==> src/rtl/core/mrf_pkg.sv <==
package mrf_pkg;

  localparam int QUEUE_DEPTH = 2;

  localparam logic [7:0]  FN_READ    = 8'h03;
  localparam logic [7:0]  FN_WRITE   = 8'h10;
  localparam logic [15:0] REG_COUNT  = 16'h0002;
  localparam logic [7:0]  BYTE_COUNT = 8'h04;
  localparam logic [7:0]  EXT_NEG    = 8'hFF;
  localparam logic [7:0]  EXT_POS    = 8'h00;

  localparam logic [15:0] CRC_INIT = 16'hFFFF;
  localparam logic [15:0] CRC_POLY = 16'hA001;

  // Index of the final (CRC high) byte of each frame kind.
  localparam logic [3:0] READ_LAST  = 4'd7;
  localparam logic [3:0] WRITE_LAST = 4'd12;

  // Byte positions inside a frame.
  localparam logic [3:0] POS_DEV     = 4'd0;
  localparam logic [3:0] POS_FN      = 4'd1;
  localparam logic [3:0] POS_ADDR_HI = 4'd2;
  localparam logic [3:0] POS_ADDR_LO = 4'd3;
  localparam logic [3:0] POS_CNT_HI  = 4'd4;
  localparam logic [3:0] POS_CNT_LO  = 4'd5;
  localparam logic [3:0] POS_BYTES   = 4'd6;
  localparam logic [3:0] POS_VAL_HI  = 4'd7;
  localparam logic [3:0] POS_VAL_LO  = 4'd8;
  localparam logic [3:0] POS_EXT0    = 4'd9;
  localparam logic [3:0] POS_EXT1    = 4'd10;

  typedef struct packed {
    logic [7:0]  dev;
    logic [7:0]  fn;
    logic [15:0] addr;
    logic [15:0] val;
    logic [7:0]  ext;
    logic [3:0]  last_idx;
  } desc_t;

endpackage

==> src/rtl/core/modbus_rtu_request_framer_unit.sv <==
// Modbus RTU request framer. Each request transaction (read holding registers
// or write multiple registers, two registers each) becomes a frame sent one
// byte per cycle on the output channel, ending in the CRC-16/MODBUS low and
// high bytes; frame_last marks the CRC high byte. A read frame has 8 bytes
// and a write frame 13. The back-end byte sequencer moves one byte per cycle
// into its output register while out_ready is high; frames follow each other
// with no gap. An accepted request passes the queue and the descriptor register
// before its first byte goes out. Up to QUEUE_DEPTH requests wait in the
// descriptor queue, so new requests are taken while a frame is going out.
module modbus_rtu_request_framer_unit #(
  parameter int QUEUE_DEPTH = mrf_pkg::QUEUE_DEPTH
) (
  input  logic               clk,
  input  logic               rst,
  input  logic               in_valid,
  output logic               in_ready,
  input  logic               req_type,
  input  logic [7:0]         device_id,
  input  logic [15:0]        reg_address,
  input  logic signed [15:0] write_value,
  output logic               out_valid,
  input  logic               out_ready,
  output logic [7:0]         frame_byte,
  output logic               frame_last
);

  logic           push_valid;
  logic           push_ready;
  mrf_pkg::desc_t push_data;
  logic           pop_valid;
  logic           pop_ready;
  mrf_pkg::desc_t pop_data;

  mrf_front u_front (
    .in_valid    (in_valid),
    .in_ready    (in_ready),
    .req_type    (req_type),
    .device_id   (device_id),
    .reg_address (reg_address),
    .write_value (write_value),
    .push_valid  (push_valid),
    .push_ready  (push_ready),
    .push_data   (push_data)
  );

  mrf_queue #(
    .DEPTH (QUEUE_DEPTH)
  ) u_queue (
    .clk        (clk),
    .rst        (rst),
    .push_valid (push_valid),
    .push_ready (push_ready),
    .push_data  (push_data),
    .pop_valid  (pop_valid),
    .pop_ready  (pop_ready),
    .pop_data   (pop_data)
  );

  mrf_back u_back (
    .clk        (clk),
    .rst        (rst),
    .desc_valid (pop_valid),
    .desc_ready (pop_ready),
    .desc       (pop_data),
    .out_valid  (out_valid),
    .out_ready  (out_ready),
    .frame_byte (frame_byte),
    .frame_last (frame_last)
  );

endmodule

==> src/rtl/core/mrf_front.sv <==
module mrf_front (
  input  logic               in_valid,
  output logic               in_ready,
  input  logic               req_type,
  input  logic [7:0]         device_id,
  input  logic [15:0]        reg_address,
  input  logic signed [15:0] write_value,
  output logic               push_valid,
  input  logic               push_ready,
  output mrf_pkg::desc_t     push_data
);

  assign in_ready   = push_ready;
  assign push_valid = in_valid;

  // Classify the request into a frame descriptor for the back end.
  always_comb begin
    push_data.dev  = device_id;
    push_data.addr = reg_address;
    push_data.val  = $unsigned(write_value);
    push_data.ext  = write_value[15] ? mrf_pkg::EXT_NEG : mrf_pkg::EXT_POS;
    if (req_type) begin
      push_data.fn       = mrf_pkg::FN_WRITE;
      push_data.last_idx = mrf_pkg::WRITE_LAST;
    end else begin
      push_data.fn       = mrf_pkg::FN_READ;
      push_data.last_idx = mrf_pkg::READ_LAST;
    end
  end

endmodule

==> src/rtl/core/mrf_queue.sv <==
module mrf_queue #(
  parameter int DEPTH = mrf_pkg::QUEUE_DEPTH
) (
  input  logic           clk,
  input  logic           rst,
  input  logic           push_valid,
  output logic           push_ready,
  input  mrf_pkg::desc_t push_data,
  output logic           pop_valid,
  input  logic           pop_ready,
  output mrf_pkg::desc_t pop_data
);

  localparam int PW = (DEPTH > 1) ? $clog2(DEPTH) : 1;
  localparam int CW = $clog2(DEPTH + 1);
  localparam logic [PW-1:0] LAST_PTR = PW'(DEPTH - 1);
  localparam logic [CW-1:0] FULL_CNT = CW'(DEPTH);

  mrf_pkg::desc_t entries [DEPTH];
  logic [PW-1:0]  wr_ptr;
  logic [PW-1:0]  rd_ptr;
  logic [CW-1:0]  count;
  logic           do_push;
  logic           do_pop;

  assign push_ready = (count != FULL_CNT);
  assign pop_valid  = (count != '0);
  assign pop_data   = entries[rd_ptr];
  assign do_push    = push_valid && push_ready;
  assign do_pop     = pop_valid && pop_ready;

  always_ff @(posedge clk) begin
    if (rst) begin
      wr_ptr <= '0;
      rd_ptr <= '0;
      count  <= '0;
    end else begin
      if (do_push) begin
        entries[wr_ptr] <= push_data;
        wr_ptr <= (wr_ptr == LAST_PTR) ? '0 : wr_ptr + PW'(1);
      end
      if (do_pop) begin
        rd_ptr <= (rd_ptr == LAST_PTR) ? '0 : rd_ptr + PW'(1);
      end
      if (do_push && !do_pop) begin
        count <= count + CW'(1);
      end else if (do_pop && !do_push) begin
        count <= count - CW'(1);
      end
    end
  end

endmodule

==> src/rtl/core/mrf_back.sv <==
module mrf_back (
  input  logic           clk,
  input  logic           rst,
  input  logic           desc_valid,
  output logic           desc_ready,
  input  mrf_pkg::desc_t desc,
  output logic           out_valid,
  input  logic           out_ready,
  output logic [7:0]     frame_byte,
  output logic           frame_last
);

  // One byte through the CRC-16/MODBUS shift register.
  function automatic logic [15:0] crc_step(input logic [15:0] crc_in, input logic [7:0] b);
    logic [15:0] c;
    c = crc_in ^ {8'h00, b};
    for (int k = 0; k < 8; k++) begin
      c = c[0] ? ((c >> 1) ^ mrf_pkg::CRC_POLY) : (c >> 1);
    end
    return c;
  endfunction

  logic           busy;
  mrf_pkg::desc_t cur;
  logic [3:0]     idx;
  logic [15:0]    crc;
  logic           can_load;
  logic           emit;
  logic           at_last;
  logic           at_crc_lo;
  logic           pop;
  logic [7:0]     byte_sel;

  assign can_load   = !out_valid || out_ready;
  assign emit       = busy && can_load;
  assign at_last    = (idx == cur.last_idx);
  assign at_crc_lo  = (idx == cur.last_idx - 4'd1);
  // Take the next descriptor on the cycle the final byte goes out.
  assign desc_ready = !busy || (emit && at_last);
  assign pop        = desc_valid && desc_ready;

  always_comb begin
    priority if (at_last) begin
      byte_sel = crc[15:8];
    end else if (at_crc_lo) begin
      byte_sel = crc[7:0];
    end else begin
      unique case (idx)
        mrf_pkg::POS_DEV:     byte_sel = cur.dev;
        mrf_pkg::POS_FN:      byte_sel = cur.fn;
        mrf_pkg::POS_ADDR_HI: byte_sel = cur.addr[15:8];
        mrf_pkg::POS_ADDR_LO: byte_sel = cur.addr[7:0];
        mrf_pkg::POS_CNT_HI:  byte_sel = mrf_pkg::REG_COUNT[15:8];
        mrf_pkg::POS_CNT_LO:  byte_sel = mrf_pkg::REG_COUNT[7:0];
        mrf_pkg::POS_BYTES:   byte_sel = mrf_pkg::BYTE_COUNT;
        mrf_pkg::POS_VAL_HI:  byte_sel = cur.val[15:8];
        mrf_pkg::POS_VAL_LO:  byte_sel = cur.val[7:0];
        mrf_pkg::POS_EXT0:    byte_sel = cur.ext;
        mrf_pkg::POS_EXT1:    byte_sel = cur.ext;
        default:              byte_sel = 8'h00;
      endcase
    end
  end

  always_ff @(posedge clk) begin
    if (rst) begin
      busy      <= 1'b0;
      out_valid <= 1'b0;
    end else begin
      if (emit) begin
        out_valid  <= 1'b1;
        frame_byte <= byte_sel;
        frame_last <= at_last;
        // Fold only payload bytes into the CRC.
        if (!at_crc_lo && !at_last) begin
          crc <= crc_step(crc, byte_sel);
        end
      end else if (out_ready) begin
        out_valid <= 1'b0;
      end
      if (pop) begin
        busy <= 1'b1;
        cur  <= desc;
        idx  <= '0;
        crc  <= mrf_pkg::CRC_INIT;
      end else if (emit) begin
        idx <= idx + 4'd1;
        if (at_last) begin
          busy <= 1'b0;
        end
      end
    end
  end

endmodule

==> config.mk <==
export PLATFORM = sky130hd
export DESIGN_NAME = modbus_rtu_request_framer_unit
export DESIGN_NICKNAME = d
export VERILOG_FILES = /design/src/rtl/core/mrf_pkg.sv /design/src/rtl/core/modbus_rtu_request_framer_unit.sv /design/src/rtl/core/mrf_front.sv /design/src/rtl/core/mrf_queue.sv /design/src/rtl/core/mrf_back.sv
export SDC_FILE = /design/constraint.sdc
export NUM_CORES = 1
export LEC_CHECK = 0
export BUFFER_PORTS_ARGS = -buffer_cell sky130_fd_sc_hd__buf_2
export CAP_MARGIN = 10
export CELL_PAD_IN_SITES_DETAIL_PLACEMENT = 1
export CELL_PAD_IN_SITES_GLOBAL_PLACEMENT = 1
export CORE_MARGIN = 4
export CORE_UTILIZATION = 51
export CTS_BUF_LIST = sky130_fd_sc_hd__clkbuf_2
export DETAILED_ROUTE_END_ITERATION = 12
export GPL_TIMING_DRIVEN = 0
export PLACE_DENSITY_LB_ADDON = 0.1
export SLEW_MARGIN = 0
export SYNTH_ARGS = -nofsm -noshare
export SYNTH_HDL_FRONTEND = slang
export SYNTH_HIERARCHICAL = 1
export SYNTH_SLANG_ARGS = --single-unit
==> constraint.sdc <==
create_clock -name clk -period 11.65 [get_ports clk]
set_input_delay 1.165 -clock clk [delete_from_list [all_inputs] [get_ports clk]]
set_output_delay 1.165 -clock clk [all_outputs]
set_load 0.03 [all_outputs]
# Yosys cells after proc, flatten, opt, wreduce, memory -nomap -nowiden

Memory sizes are Yosys's and may differ from the RTL's. A register that Yosys moved wholly into a read port is not among the register bits.
Cells that the tools add are included.

Register bits: 43
Bits in writable memories: 114
Input port bits: 45
Output and inout port bits: 11
Logic and storage cells: 96
Memories kept: 1

Memory list:

| name            | depth | width | rd ports | clocked after Yosys merged registers in | write ports | line            | source |
|---|---|---|---|---|---|---|---|
| u_queue.entries | 2     | 57    | 1        | 1                                       | 1           | mrf_queue.sv:19 | `mrf_pkg::desc_t entries [DEPTH];` |

Add/sub/neg operators: 6
Eq/ne operators: 12
Muxes and demuxes: 29
Bitwise gates (word level): 10
Reduce and logical (&&, ||, !) cells: 28

Operators with widths:

| cell                                                 | count |
|---|---|
| 2-to-1 mux 16 bit                                    | 10 |
| case mux 8 bit (9 select lines)                      | 1 |
| 2-to-1 mux 8 bit                                     | 3 |
| NOT 2 -> 3 bit                                       | 8 |
| bitwise XOR 16 x 8 -> 16 bit                         | 1 |
| equality test 4 x 3 -> 1 bit (second input constant) | 3 |
| equality test 4 bit (second input constant)          | 3 |
| nonzero test 2 bit                                   | 6 |
| 2-to-1 mux 1 bit                                     | 10 |
| equality test 4 x 2 -> 1 bit (second input constant) | 2 |
| equality test 4 bit                                  | 2 |
| 2-to-1 mux 4 bit                                     | 2 |
| AND reduction 2 bit                                  | 4 |
| logical AND 1 bit                                    | 7 |
| logical NOT 1 bit                                    | 6 |
| 2-to-1 mux 5 bit                                     | 1 |
| adder 4 x 1 -> 4 bit (second input constant)         | 1 |
| equality test 4 x 1 -> 1 bit (second input constant) | 1 |
| logical NOT 4 bit                                    | 1 |
| 2-to-1 mux 2 bit                                     | 2 |
| subtractor 4 x 1 -> 4 bit (second input constant)    | 1 |
| AND reduction 3 bit                                  | 1 |
| adder 1 bit (second input constant)                  | 2 |
| adder 2 x 1 -> 2 bit (second input constant)         | 1 |
| 5 further kinds                                      | 6 |

# Depth between registers and ports, before layout

Depth after elaboration: 24
Depth in mapped cells: 12
Mapped depth without buffers: 11

# Modules after synthesis

The synthesis kept the hierarchy.

By module, submodules not included:

| module    | times used | cells an instance | area each (sq um) | seq. area each (sq um) |
|---|---|---|---|---|
| mrf_queue | 1          | 214               | 4,541.9           | 3,703.6 |
| mrf_back  | 1          | 315               | 4,134.0           | 2,712.6 |
| mrf_front | 1          | 64                | 469.2             | 0.0 |

# Worst setup path after synthesis

Ideal clock, no wire load.

Kind: in2reg
From: input in_valid
To: memory u_queue/entries[1][0] in the netlist's numbering (enable)
Setup time: 0.565 ns
Data arrival time: 5.712 ns
Data required time: 11.085 ns
Setup slack: 5.373 ns
Stages: 3
Path buffers: 1
Path through: buf_4 -> nand2_1 -> nor3b_1

Word-level cells in the longest chain between the ends: 4

Ends and longest elaborated chain:

| element                                | line                                 | source |
|---|---|---|
| start, declared                        | modbus_rtu_request_framer_unit.sv:15 | `input logic in_valid,` |
| logical AND 1 bit                      | mrf_queue.sv:29                      | `assign do_push = push_valid && push_ready;` |
| 2-to-1 mux 1 bit                       | mrf_queue.sv:38                      | `if (do_push) begin` |
| 2-to-1 mux 1 bit                       | mrf_queue.sv:33                      | `if (rst) begin` |
| 2-to-1 mux 1 bit (not written as such) | mrf_queue.sv:39                      | `entries[wr_ptr] <= push_data;` |
| end, declared                          | mrf_queue.sv:19                      |  |

Every way passes these cells.

# Worst setup path after layout

From: register u_back.idx[0]
To: register u_back.crc[15], data pin

Word-level cells in the longest chain between the ends: 17
Elaborated cells on any way between the ends: 37
Those cells by class: eq/ne (11); mux (13); bitwise (8); reduce/logical (5)

Ends and longest elaborated chain:

| element                                                              | line           | source |
|---|---|---|
| start, declared                                                      | mrf_back.sv:25 | `logic [3:0] idx;` |
| start signal, assigned                                               | mrf_back.sv:87 | `idx <= idx + 4'd1;` |
| equality test 4 bit                                                  | mrf_back.sv:48 | `unique case (idx)` |
| OR reduction 2 bit (no source line)                                  | -              |  |
| case mux 8 bit (9 select lines)                                      | mrf_back.sv:48 |  |
| 2-to-1 mux 8 bit                                                     | mrf_back.sv:45 | `end else if (at_crc_lo) begin` |
| 2-to-1 mux 8 bit                                                     | mrf_back.sv:43 | `priority if (at_last) begin` |
| bitwise XOR 16 x 8 -> 16 bit                                         | mrf_back.sv:16 | `c = crc_in ^ {8'h00, b};` |
| 2-to-1 mux 16 bit or NOT 2 -> 3 bit (tied branches) (6 in series)    | -              |  |
| NOT 2 -> 3 bit (no source line) or 2-to-1 mux 16 bit (tied branches) | -              |  |
| 2-to-1 mux 16 bit (2 in series)                                      | mrf_back.sv:18 | `c = c[0] ? ((c >> 1) ^ mrf_pkg::CRC_POLY) : (c >> 1);` |
| 2-to-1 mux 16 bit                                                    | mrf_back.sv:75 | `if (!at_crc_lo && !at_last) begin` |
| 2-to-1 mux 16 bit                                                    | mrf_back.sv:70 | `if (emit) begin` |
| end signal, assigned                                                 | mrf_back.sv:76 | `crc <= crc_step(crc, byte_sel);` |
| end signal, assigned                                                 | mrf_back.sv:85 | `crc <= mrf_pkg::CRC_INIT;` |
| end, declared                                                        | mrf_back.sv:26 | `logic [15:0] crc;` |

Several ways; a longest one is shown, not always the timed one. The select of a mux whose other input is x is not followed.
A chain may end at the register's enable or synchronous reset.

==> metrics.txt <==
met1 Use GR 0.231; max_cap viols 0; RSZ-0062 raised after global routing no; antenna violations before repair 1; synthesized area 9150 µm²; WP data required 12.20 ns; Avg Inst Size Synth 15.4 µm²; Pwr per Cell Area 266 nW/µm²; global placement routability congestion 0.854; Synth Warn # 6; Final Cycle Share 0.303; top cells by area, synth edfxtp_1 69%, mux2_2 7.4%, buf_4 5.0%, dfxtp_1 1.5%, nand2_1 1.5%; static leakage 3.73 nW; post-CTS setup buffers 0; share of cells above drive strength 1 0.370; synth cell count leaders 209 x edfxtp_1, 61 x buf_4, 60 x mux2_2; clock net sink count 216; f_max 284 MHz; R2R cell count 12; Worst Setup End Kind flop; Post-Route WL 18600 µm; Vias 5050; critical path class flop to flop; DR iter-0 viols 237; htree depth 2; CTS clk-pin slew, worst paths 0.11 ns; Yosys top cell area share 0.686; Overflow after GRT 0; Worst Hold Class flop to flop; layout net count 730; crit path time final 3.52 ns; Reg2Reg Setup Slack 8.13 ns; CTS resizes 0; vias in the first global route 5486; Tot GR Track Use 0.191; Slew Limit Fails 0; worst skew pair latency 0.80 ns; cells after synthesis 593; WL/cell 19.6 µm; Final ANT Viol Nets 0; core box area 17400 µm²; FF+latch count, synth 216; skew final 0.0636 ns; die height 142 µm; hold slack 0.516 ns; startpoint types flop; DRC violations left 0; Setup-failing EPs final 0; Chip Width 142 µm; Starting Density 0.525; reg2reg end u_back/crc[15]; CTS Hold Buffers Added 0; Fin Setup TNS 0 ns; CTS Buf Count 54; IO Port Bufs 14; via/cell ratio 5.32; most frequent cell after synthesis edfxtp_1; CP Data Arrival Time 4.07 ns; Area Growth Syn to Fin 11.4%; final hold vios 0; CTS tree done; Worst R2R Start u_back/idx[0]; worst setup path startpoint u_back/idx[0]; fraction of registers with async set/reset 0; drt pass-1 iters 4; GR Util met2 0.339; Max Buffers Root-to-Sink 3; Slew HR 0.402; CP endpoint u_back/crc[15]; Synth Flop Type edfxtp_1; post-DP HPWL 13200 µm; largest net degree at the start of global routing 25; peak supply drop 154 µV; Distinct cells, synth 58; FP Rows 48; outcome finished, final reports clean; met3 usage 0.0371; GRT busiest layer met2; # IOs 56; first-pass GRT wire length 29300 µm; number of flops mapped to enable cells by yosys 209; sequential share of the synthesized area 0.702; area leader, netlist edfxtp_1; Die ar. 20100 µm²; Worst-Margin Slew 0.898 ns; CTS Root Cell clkbuf_2; CP Max Fanout 10
[critical path, cell delays in order (launching register included)]
cell       delay [ns]
edfxtp_1         0.49
inv_1            0.10
ha_1             0.28
buf_2            0.23
a222oi_1         0.54
a2bb2oi_1        0.20
o22ai_1          0.17
nor3_1           0.16
o2bb2ai_1        0.15
xnor2_1          0.29
xnor3_2          0.43
xnor2_1          0.19
nand2_1          0.08
[per-layer routing]
metal,up-vias,share of wire,routed length [µm]
li1,2369,-,-
met1,2535,0.40,7530
met2,117,0.54,9970
met3,29,0.040,740
met4,0,0.020,378
met5,-,0,0
[power breakdown]
group	switching, mW	internal, mW	total [mW]
combinational	0.601	0.475	1.08
clock	0.297	0.190	0.486
sequential	0.0701	1.08	1.15
[cell families after synthesis]
kind of cell | count (synthesis) | synth area share
compound gates | 90 | 0.0651
xor+xnor | 26 | 0.0297
fa+ha+maj | 6 | 0.00821
buf+inv | 99 | 0.0692
flops | 216 | 0.702
mux | 62 | 0.0763
other cells | 2 | 0.000821
simple gates | 92 | 0.0490
[worst min path at each step]
stage,from,to,slack [ns],cells past startpoint
global route,reg_address[4],u_queue/entries[1][32],0.44,1
detailed placement,u_queue/rd_ptr,u_queue/rd_ptr,0.50,2
CTS,reg_address[2],u_queue/entries[0][30],0.43,1
finish,u_queue/rd_ptr,u_queue/rd_ptr,0.52,2
floorplan,u_back/busy,u_back/out_valid,0.45,2
global placement,u_back/busy,u_back/out_valid,0.47,2
[per-stage QoR]
step	power, mW	utilization	instance area (µm²)	setup WS [ns]	instances
global placement	2.20	0.546	9510	2.62	836
detailed placement	2.25	0.557	9700	8.08	848
global route	2.90	0.585	10200	7.75	950
finish	2.72	0.585	10200	8.13	950
CTS	2.75	0.585	10200	8.09	949
floorplan	1.97	-	9160	5.37	597
[layout make-up]
type / count / area, µm²
Timing Repair Buffer: 26 / 230
Fill cell: 1708 / 7230
Buffer: 86 / 584
Inverter: 13 / 48.8
Multi-Input combinational cell: 282 / 2130
Clock inverter: 19 / 81.3
Antenna cell: 1 / 2.50
Clock buffer: 82 / 410
Tap cell: 225 / 282
Sequential cell: 216 / 6420
[state kept, by name, summed over array words and instances, names as in the netlist, named ones only]
register	flops
u_queue/wr_ptr	1
u_back/frame_byte	8
u_queue/count	2
u_back/out_valid	1
u_back/busy	1
u_queue/entries	120
u_back/frame_last	1
u_back/idx	4
u_queue/rd_ptr	1
u_back/cur	60
u_back/crc	16
[cells in the final DEF, fill, tap and decap left out, types with 9 or more instances in the layout]
cell type    n
a21oi_1     25
buf_2       34
buf_4       61
buf_6        9
clkbuf_2    82
clkinv_1    17
edfxtp_1   209
inv_1       12
mux2_2      60
nand2_1     36
nor2_1      14
o21ai_0     21
xnor2_1     13
xor2_1       9
Note: power is estimated with default switching activity, not from simulation.
